<file path="src/sv/slxfr_pkg.sv">
package slxfr_pkg;

	localparam logic [7:0]  SYNC_BYTE       = 8'hAA;
	localparam logic [7:0]  MAX_LEN_RESET   = 8'd255;
	localparam logic [23:0] TIMEOUT_RESET   = 24'd2000000;
	localparam logic [7:0]  MIN_FRAME_LEN   = 8'd2;

	// Configuration register indexes.
	localparam logic CFG_MAX_FRAME_LEN = 1'b0;
	localparam logic CFG_BYTE_TIMEOUT  = 1'b1;

	// Input command codes.
	localparam logic CMD_BYTE = 1'b0;
	localparam logic CMD_TICK = 1'b1;

	// Result kinds.
	localparam logic KIND_PAYLOAD = 1'b0;
	localparam logic KIND_END     = 1'b1;

	// End-of-frame status codes.
	localparam logic [2:0] ST_OK          = 3'd0;
	localparam logic [2:0] ST_LEN_TIMEOUT = 3'd1;
	localparam logic [2:0] ST_BAD_LEN     = 3'd2;
	localparam logic [2:0] ST_PAY_TIMEOUT = 3'd3;
	localparam logic [2:0] ST_CHECKSUM    = 3'd4;

	typedef enum logic [2:0] {
		PH_IDLE    = 3'b001,
		PH_LEN     = 3'b010,
		PH_PAYLOAD = 3'b100
	} phase_t;

	typedef struct packed {
		logic       valid;
		logic       kind;
		logic [7:0] payload_byte;
		logic [2:0] status;
		logic [7:0] payload_len;
	} result_t;

endpackage

</file>
<file path="src/sv/slxfr_core.sv">
module slxfr_core import slxfr_pkg::*; (
	input  logic        clk,
	input  logic        arst_n,
	input  logic        step,
	input  logic        cmd,
	input  logic [7:0]  rx_byte,
	input  logic [7:0]  max_frame_len,
	input  logic [23:0] byte_timeout,
	output result_t     result
);

	phase_t      phase_q, phase_d;
	logic [7:0]  frame_len_q, frame_len_d;
	logic [7:0]  byte_count_q, byte_count_d;
	logic [7:0]  xor_q, xor_d;
	logic [23:0] tick_q, tick_d;
	logic [24:0] tick_inc;
	logic        timed_out;
	logic [8:0]  count_inc;

	assign tick_inc  = {1'b0, tick_q} + 25'd1;
	assign timed_out = tick_inc >= {1'b0, byte_timeout};
	assign count_inc = {1'b0, byte_count_q} + 9'd1;

	always_comb begin
		phase_d      = phase_q;
		frame_len_d  = frame_len_q;
		byte_count_d = byte_count_q;
		xor_d        = xor_q;
		tick_d       = tick_q;
		result       = '0;
		if (cmd == CMD_TICK) begin
			if (phase_q == PH_LEN || phase_q == PH_PAYLOAD) begin
				if (timed_out) begin
					// Abort the frame and report which byte was overdue.
					phase_d      = PH_IDLE;
					frame_len_d  = '0;
					byte_count_d = '0;
					xor_d        = '0;
					tick_d       = '0;
					result.valid = 1'b1;
					result.kind  = KIND_END;
					result.status = (phase_q == PH_LEN) ? ST_LEN_TIMEOUT : ST_PAY_TIMEOUT;
				end else begin
					tick_d = tick_inc[23:0];
				end
			end else begin
				phase_d = PH_IDLE;
			end
		end else begin
			tick_d = '0;
			unique case (phase_q)
				PH_LEN: begin
					if (rx_byte < MIN_FRAME_LEN || rx_byte > max_frame_len) begin
						phase_d       = PH_IDLE;
						frame_len_d   = '0;
						byte_count_d  = '0;
						xor_d         = '0;
						result.valid  = 1'b1;
						result.kind   = KIND_END;
						result.status = ST_BAD_LEN;
					end else begin
						phase_d      = PH_PAYLOAD;
						frame_len_d  = rx_byte;
						byte_count_d = '0;
						xor_d        = '0;
					end
				end
				PH_PAYLOAD: begin
					if (count_inc < {1'b0, frame_len_q}) begin
						xor_d               = xor_q ^ rx_byte;
						byte_count_d        = count_inc[7:0];
						result.valid        = 1'b1;
						result.kind         = KIND_PAYLOAD;
						result.payload_byte = rx_byte;
					end else begin
						// Last byte is the checksum.
						phase_d      = PH_IDLE;
						frame_len_d  = '0;
						byte_count_d = '0;
						xor_d        = '0;
						result.valid = 1'b1;
						result.kind  = KIND_END;
						if (rx_byte == xor_q) begin
							result.status      = ST_OK;
							result.payload_len = frame_len_q - 8'd1;
						end else begin
							result.status = ST_CHECKSUM;
						end
					end
				end
				default: begin
					phase_d = PH_IDLE;
					if (rx_byte == SYNC_BYTE) begin
						phase_d      = PH_LEN;
						frame_len_d  = '0;
						byte_count_d = '0;
						xor_d        = '0;
					end
				end
			endcase
		end
	end

	always_ff @(posedge clk or negedge arst_n) begin
		if (!arst_n) begin
			phase_q      <= PH_IDLE;
			frame_len_q  <= '0;
			byte_count_q <= '0;
			xor_q        <= '0;
			tick_q       <= '0;
		end else if (step) begin
			phase_q      <= phase_d;
			frame_len_q  <= frame_len_d;
			byte_count_q <= byte_count_d;
			xor_q        <= xor_d;
			tick_q       <= tick_d;
		end
	end

endmodule

</file>
<file path="src/sv/sync_length_xor_frame_receiver.sv">
// Frame receiver for a sync/length/XOR-checksum serial protocol. Each input
// transaction is either a received byte (cmd 0) or one elapsed poll tick
// (cmd 1). In idle the block drops bytes until it sees the sync byte 0xAA;
// the next byte is the frame length (payload plus checksum), which must lie
// between 2 and max_frame_len. Payload bytes are forwarded one output
// transaction each (kind 0) as they arrive, and the final byte is checked
// against the XOR of the payload. The frame ends with one kind 1 transaction
// whose status is ok (with payload_len), length timeout, bad length, payload
// timeout or checksum error. While a frame is open, ticks count the time
// since the last byte and a frame is aborted when that count reaches
// byte_timeout; ticks in idle are ignored. A transaction is taken into an
// input register and then processed into an output register, and one
// transaction is accepted every cycle as long as the output side keeps
// taking results. Configuration is written through cfg_we/cfg_index/
// cfg_wdata and should only change while no frame is in flight.
module sync_length_xor_frame_receiver import slxfr_pkg::*; (
	input  logic        clk,
	input  logic        arst_n,
	// Configuration write port.
	input  logic        cfg_we,
	input  logic        cfg_index,
	input  logic [23:0] cfg_wdata,
	// Input channel.
	input  logic        in_valid,
	output logic        in_ready,
	input  logic        cmd,
	input  logic [7:0]  rx_byte,
	// Output channel.
	output logic        out_valid,
	input  logic        out_ready,
	output logic        kind,
	output logic [7:0]  payload_byte,
	output logic [2:0]  status,
	output logic [7:0]  payload_len
);

	logic [7:0]  max_frame_len_q;
	logic [23:0] byte_timeout_q;

	logic       valid_s1;
	logic       cmd_s1;
	logic [7:0] rx_byte_s1;

	logic       out_valid_q;
	logic       kind_q;
	logic [7:0] payload_byte_q;
	logic [2:0] status_q;
	logic [7:0] payload_len_q;

	logic    advance;
	result_t res;

	always_ff @(posedge clk or negedge arst_n) begin
		if (!arst_n) begin
			max_frame_len_q <= MAX_LEN_RESET;
			byte_timeout_q  <= TIMEOUT_RESET;
		end else if (cfg_we) begin
			unique case (cfg_index)
				CFG_MAX_FRAME_LEN: max_frame_len_q <= cfg_wdata[7:0];
				CFG_BYTE_TIMEOUT:  byte_timeout_q  <= cfg_wdata;
				default: ;
			endcase
		end
	end

	// The held transaction moves on whenever the result register is free or
	// is being emptied in this cycle; that also frees the input register.
	assign advance  = valid_s1 && (!out_valid_q || out_ready);
	assign in_ready = !valid_s1 || advance;

	always_ff @(posedge clk or negedge arst_n) begin
		if (!arst_n) begin
			valid_s1 <= 1'b0;
		end else if (in_ready) begin
			valid_s1 <= in_valid;
		end
	end

	always_ff @(posedge clk) begin
		if (in_valid && in_ready) begin
			cmd_s1     <= cmd;
			rx_byte_s1 <= rx_byte;
		end
	end

	slxfr_core u_core (
		.clk           (clk),
		.arst_n        (arst_n),
		.step          (advance),
		.cmd           (cmd_s1),
		.rx_byte       (rx_byte_s1),
		.max_frame_len (max_frame_len_q),
		.byte_timeout  (byte_timeout_q),
		.result        (res)
	);

	always_ff @(posedge clk or negedge arst_n) begin
		if (!arst_n) begin
			out_valid_q <= 1'b0;
		end else if (advance) begin
			out_valid_q <= res.valid;
		end else if (out_ready) begin
			out_valid_q <= 1'b0;
		end
	end

	always_ff @(posedge clk) begin
		if (advance && res.valid) begin
			kind_q         <= res.kind;
			payload_byte_q <= res.payload_byte;
			status_q       <= res.status;
			payload_len_q  <= res.payload_len;
		end
	end

	assign out_valid    = out_valid_q;
	assign kind         = kind_q;
	assign payload_byte = payload_byte_q;
	assign status       = status_q;
	assign payload_len  = payload_len_q;

endmodule
</file>
<file path="config.mk">
export PLATFORM = sky130hd
export DESIGN_NAME = sync_length_xor_frame_receiver
export DESIGN_NICKNAME = d
export VERILOG_FILES = /design/src/sv/slxfr_pkg.sv /design/src/sv/slxfr_core.sv /design/src/sv/sync_length_xor_frame_receiver.sv
export SDC_FILE = /design/constraint.sdc
export NUM_CORES = 1
export LEC_CHECK = 0
export BUFFER_PORTS_ARGS = -buffer_cell sky130_fd_sc_hd__buf_2
export CORE_MARGIN = 2
export CORE_UTILIZATION = 55
export CTS_CLUSTER_DIAMETER = 120
export DETAILED_ROUTE_END_ITERATION = 16
export PLACE_DENSITY = 0.75
export SYNTH_ARGS = -nofsm -noshare
export SYNTH_HDL_FRONTEND = slang
export SYNTH_SLANG_ARGS = --single-unit
</file>
<file path="constraint.sdc">
create_clock -name clk -period 11.55 [get_ports clk]
set_input_delay 0.5775 -clock clk [delete_from_list [all_inputs] [get_ports clk]]
set_output_delay 0.5775 -clock clk [all_outputs]
set_load 0.05 [all_outputs]
</file>
==> results.ini, run 1 <==
[run_status]
status = finished, final reports clean

[global_route]
grt_overflow = 0
grt_pass1_wl_mm = 24.6
grt_pass1_vias = 5130
grt_usage_pct = 24.3
grt_max_degree = 86
antenna_found_initial = 0

[finish]
final.fill_count = 879
final_nets = 769
seqCellArea_mm2 = 0.00302
multi_input_area_mm2 = 0.00318
diodes = 0
syn_to_final_growth_pct = 14.8
stdcell_count = 844
final_common_cell = dfrtp_1
final_cell_mix = dfrtp_1 (69), buf_2 (59), inv_1 (55), ha_1 (42), nand2_1 (40)
drive_above_1_share_pct = 22.4

[sta]
slew_violations = 0
period_needed_ps = 4760
worstMarginPinSlew_ps = 1140
tns_ps = 0
rsz0062_at_grt = false
hold_viol = 0
finClkSkew_ps = 6.01
setup_viol = 0
fmax_ghz = 0.210
period_share_pct = 41.2
slew_headroom_pct = 23.6

[cts]
cts_sinks = 114
ctsResizeCount = 0
cts_hold_buf = 0
clockBufferDepth = 2
h-tree-depth = 4
cts_buffers = 17
cts_tree = built
clk_latency_ps = 410
path_clk_slew_ps = 50
cts-root-buf = clkbuf_16
post_cts_buffers = 0

[critical_path]
end_kind = flip-flop
reg2reg_from = u_core.tick_q[0]
required_ps = 11640
regToRegSetupSlack_ps = 6790
slowest_delay_ps = 510
r2r-end = payload_byte[6]
critPathTopFamily = simple AND/OR/NAND/NOR gates
cp_max_fo = 20
crit_buf_inv = 1
worstPathArrival_ps = 4850
start_kind = flip-flop
worstPathCellList = ha_1 -> nand3_1 -> or4_4 -> nor3_2 -> nand4_1 -> and2_1 -> or2_2 -> ha_1 -> nand2_1 -> or3_4 -> nor4_1 -> o21a_2 -> nor3_1 -> o211a_1 -> nor2_1 -> buf_4
critical_path_class = flip-flop to flip-flop
reg2reg_depth = 16
cpMostUsedCell = ha_1
cp.depth = 16
crit_slowest_cell = or4_4

[synthesis]
synth_cell_types = 74
ys_top_cells_by_area = dfrtp_1 (27%), edfxtp_1 (13%), ha_1 (8.1%)
synth_ff_type = dfrtp_1
yosys.area.top_type = dfrtp_1
ys_seq_elements = 114
synth-warning-count = 0
synth_edf_count = 29
ys_seq_area_share_pct = 46.4
synth_fp_nets = 707
syn_area_per_cell_um2 = 10.4
syn_inst = 626
async_flop_share_pct = 74.6
synth.top_cell.area_share_pct = 26.6
synth_area_mm2 = 0.00650

[pwr]
power_leakage_nw = 3.28
swShare_pct = 23.3
power.density_mw_per_mm2 = 135
p_int_mw = 0.772
p_clk_share_pct = 47.7
comb_power_share_pct = 7.7
ir_drop_mv = 0.114
switching_power_mw = 0.234
seq_power_share_pct = 44.6

[detailed_routing]
drc = 0
post_drt_via_cell_ratio = 6.01
drtIter0Drc = 383
ant_nets = 0
drt_first_pass_iters = 5
wirelength_mm = 14.5
wl_per_cell_um = 17.1
vias = 5074

[placed_design]
gp_congestion = 0.875
dp_hpwl_mm = 10.2
io_buffers = 60
dp_cells = 812

[flow_run]
maxCapViolations = 0

[hold_path]
hold_path_class = input port to asynchronous set/reset pin

[die]
die_h_um = 113
die_x_um = 113
num_rows = 39
start_util_pct = 56.7
core_area_mm2 = 0.0115
die-area_mm2 = 0.0127
io_pins = 61

[layer usage]
| layer | vias to the layer above | wire (um) | track usage, % | part of all wire, % |
|---|---|---|---|---|
| li1 | 2417 | - | - | - |
| met1 | 2457 | 6110 | 30.3 | 42 |
| met2 | 174 | 7290 | 40.8 | 50 |
| met3 | 26 | 789 | 5.78 | 5.5 |
| met4 | 0 | 277 | 10.3 | 1.9 |
| met5 | - | 0 | 0 | 0 |
[per-stage QoR]
step	area (um^2)	worst slack [ps]	power [mW]	hold WS [ps]	util [%]
2_1_floorplan	6500	6720	0.502	282	-
3_3_place_gp	6920	7050	0.528	489	60.3
3_5_place_dp	6920	6810	0.532	494	60.3
4_1_cts	7460	6820	1.01	327	65.1
5_1_grt	7460	6490	1.05	324	65.1
6_report	7460	6790	1.01	337	65.1
[layout make-up]
cell class	instances	area share, %
Inverter	55	2.77
Timing Repair Buffer	64	4.46
Clock inverter	12	1.21
Clock buffer	20	6.12
Sequential cell	114	40.4
Tap cell	143	2.40
Multi-Input combinational cell	436	42.6
[sequential cells by signal, indices dropped and copies added, names as in the netlist, 3 cells and up]
name,flops
byte_timeout_q,24
max_frame_len_q,8
payload_byte,8
payload_len,8
rx_byte_s1,8
status,3
u_core.byte_count_q,8
u_core.frame_len_q,8
u_core.phase_q,3
u_core.tick_q,24
u_core.xor_q,8
[power by group through the flow]
stage | registers (mW) | logic, mW | clock network, mW
2_1_floorplan | 0.451 | 0.0510 | 0
3_3_place_gp | 0.454 | 0.0735 | 0
3_5_place_dp | 0.455 | 0.0769 | 0
4_1_cts | 0.448 | 0.0781 | 0.488
5_1_grt | 0.451 | 0.0881 | 0.507
6_report | 0.449 | 0.0775 | 0.480
[cells in the mapped netlist (all sizes together), types with 3 or more instances]
library cell	instances
dfrtp	69
inv	55
ha	42
nand2	41
nor2	38
nand3	35
o21ai	30
edfxtp	29
mux2	25
xnor2	25
a32o	18
a21oi	16
dfstp	16
a31oi	15
nand4	15
nor3	14
and2	13
nand2b	12
buf	11
clkbuf	10
xor2	10
nor4	8
o22ai	8
o31ai	8
and3	6
a21o	5
nor2b	5
o211ai	5
o21a	4
or2	4
a211oi	3
or3	3
[worst max-delay path by stage]
stage,from,endpoint
finish,u_core.tick_q[0],payload_byte[6]
global route,u_core.tick_q[0],u_core.tick_q[13]
CTS,u_core.tick_q[0],u_core.byte_count_q[5]
detailed placement,u_core.tick_q[0],u_core.byte_count_q[5]
global placement,u_core.tick_q[0],u_core.byte_count_q[5]
floorplan,u_core.tick_q[0],kind
[cell families after synthesis]
kind of cell / count (synthesis) / share of synthesized area [%]
flip-flops: 114 / 46.4
XOR/XNOR: 35 / 4.83
AND/OR/NAND/NOR: 203 / 17.0
adder cells (fa/ha/maj): 42 / 8.08
AO/OA/AOI/OAI: 131 / 14.7
multiplexers: 25 / 4.33
buffers and inverters: 76 / 4.68
Power figures use the tool's default switching activity.
==> inputs of run 2 (changes only) <==
clock period = 4.9 ns   (was 11.55 ns; I/O delays follow)
==> results.ini, run 2 (synthesis results as in run 1) <==
[detailed_routing]
drc = 0
post_drt_via_cell_ratio = 6.05
wl_per_cell_um = 17.5
vias = 5200
ant_nets = 0
drtIter0Drc = 404
drt_first_pass_iters = 5
wirelength_mm = 15.1

[pwr]
power_leakage_nw = 3.36
seq_power_share_pct = 42.5
comb_power_share_pct = 7.8
power.density_mw_per_mm2 = 325
ir_drop_mv = 0.242
p_clk_share_pct = 49.7
p_int_mw = 1.92
swShare_pct = 22.7
switching_power_mw = 0.565

[placed_design]
dp_hpwl_mm = 10.7
gp_congestion = 0.901
dp_cells = 815
pre_cts_slack_ps = 223
io_buffers = 60

[sta]
period_needed_ps = 4490
tns_ps = 0
slew_headroom_pct = 20.0
hold_viol = 0
whs_ps = 15.9
setup_viol = 0
finClkSkew_ps = 8.98
worstMarginPinSlew_ps = 1190
slew_violations = 0
fmax_ghz = 0.222
rsz0062_at_grt = false
period_share_pct = 91.7
fin_ws_ps = 406

[cts]
cts_tree = built
h-tree-depth = 4
cts_sinks = 114
cts_buffers = 17
path_clk_slew_ps = 50
clockBufferDepth = 2
clk_latency_ps = 420
cts-root-buf = clkbuf_16

[finish]
drive_above_1_share_pct = 23.0
syn_to_final_growth_pct = 17.8
final_nets = 785
final_common_cell = dfrtp_1
top_regs = byte_timeout_q: 24 flops, u_core.tick_q: 24 flops
stdcell_count = 860
diodes = 0
final_cell_mix = dfrtp_1 (69), buf_2 (59), inv_1 (55), ha_1 (41), nand2_1 (40)

[flow_run]
maxCapViolations = 0

[run_status]
status = finished, final reports clean

[critical_path]
crit_slowest_cell = or4_4
start_kind = flip-flop
worstPathArrival_ps = 4600
end_kind = flip-flop
cp_max_fo = 20
worstPathCellList = ha_2 -> nand3_1 -> or4_4 -> nor3_2 -> nand4_1 -> and2_1 -> or2_2 -> ha_1 -> nand2_1 -> or3_4 -> nor4_2 -> o21a_2 -> nor3_1 -> o211a_1 -> nor2_1 -> buf_6
required_ps = 5010
slowest_delay_ps = 520
critical_path_class = flip-flop to flip-flop

[hold_path]
hold_path_class = input port to flip-flop

[global_route]
grt_pass1_wl_mm = 25.2
grt_usage_pct = 24.9
antenna_found_initial = 0
grt_pass1_vias = 5256
grt_max_degree = 65
grt_overflow = 0

[die]
die_h_um = 113
start_util_pct = 56.7
die-area_mm2 = 0.0127
io_pins = 61
die_x_um = 113
core_area_mm2 = 0.0115
num_rows = 39

[run 2: cell count changes in the layout (fill, tap and decap cells not counted), moves of 2 or more]
cell | before | now
clkinv_2 | 6 | 4
buf_4 | 5 | 11
clkbuf_1 | 1 | 4
dlygate4sd3_1 | 0 | 9
bufinv_16 | 1 | 3
clkinv_1 | 2 | 0
[run 2: area by class of cell]
type,instances,area [um^2]
Inverter,55,206
Multi-Input combinational cell,436,3190
Timing Repair Buffer,80,479
Clock buffer,22,454
Clock inverter,10,134
Fill cell,870,3810
Sequential cell,114,3020
Tap cell,143,179
[run 2: per-stage QoR]
stage / total power [mW] / instance area, um^2 / utilization, %
2_1_floorplan: 1.18 / 6500 / -
3_3_place_gp: 1.25 / 6940 / 60.5
3_5_place_dp: 1.26 / 6940 / 60.5
4_1_cts: 2.50 / 7600 / 66.3
5_1_grt: 2.58 / 7660 / 66.8
6_report: 2.49 / 7660 / 66.8
[run 2: worst max-delay path, delay by kind of cell, from the launching register on]
| family | cells | cell delay (ps) |
|---|---|---|
| compound gates | 2 | 460 |
| fa+ha+maj | 2 | 550 |
| buf+inv | 1 | 230 |
| flops | 1 | 430 |
| simple gates | 11 | 2510 |
[run 2: metal layers]
layer  GRT usage, %  routed length, um  vias to the layer above
met5              0                  0                        -
li1               -                  -                     2443
met3           5.73                813                       34
met1           31.0               6360                     2528
met4           9.51                392                        0
met2           42.5               7520                      195
[run 2: worst paths after layout]
check | start | to | slack (ps) | cells past startpoint
max in group asynchronous | arst_n | byte_timeout_q[23] | 3490 | 3
hold / removal | cmd | cmd_s1 | 20 | 1
setup reg to reg | u_core.tick_q[0] | payload_byte[6] | 410 | 16
setup / recovery | u_core.tick_q[0] | payload_byte[6] | 410 | 16
hold reg to reg | byte_timeout_q[13] | byte_timeout_q[13] | 500 | 1
min in group asynchronous | arst_n | u_core.xor_q[2] | 270 | 2
[run 2: what timing repair did]
item / 4_1_cts / 5_1_grt
setup buffers: 0 / 4
setup endpoints to repair: 0 / 34
hold buffers: 7 / 2
resized for setup: 0 / 3
endpoints found under the hold margin: 27 / 2
[run 2: power by group through the flow]
stage / sequential, mW / combinational (mW) / clock (mW)
finish: 1.06 / 0.194 / 1.23
global route: 1.06 / 0.220 / 1.29
CTS: 1.06 / 0.193 / 1.25
detailed placement: 1.07 / 0.187 / 0
global placement: 1.07 / 0.177 / 0
floorplan: 1.06 / 0.120 / 0
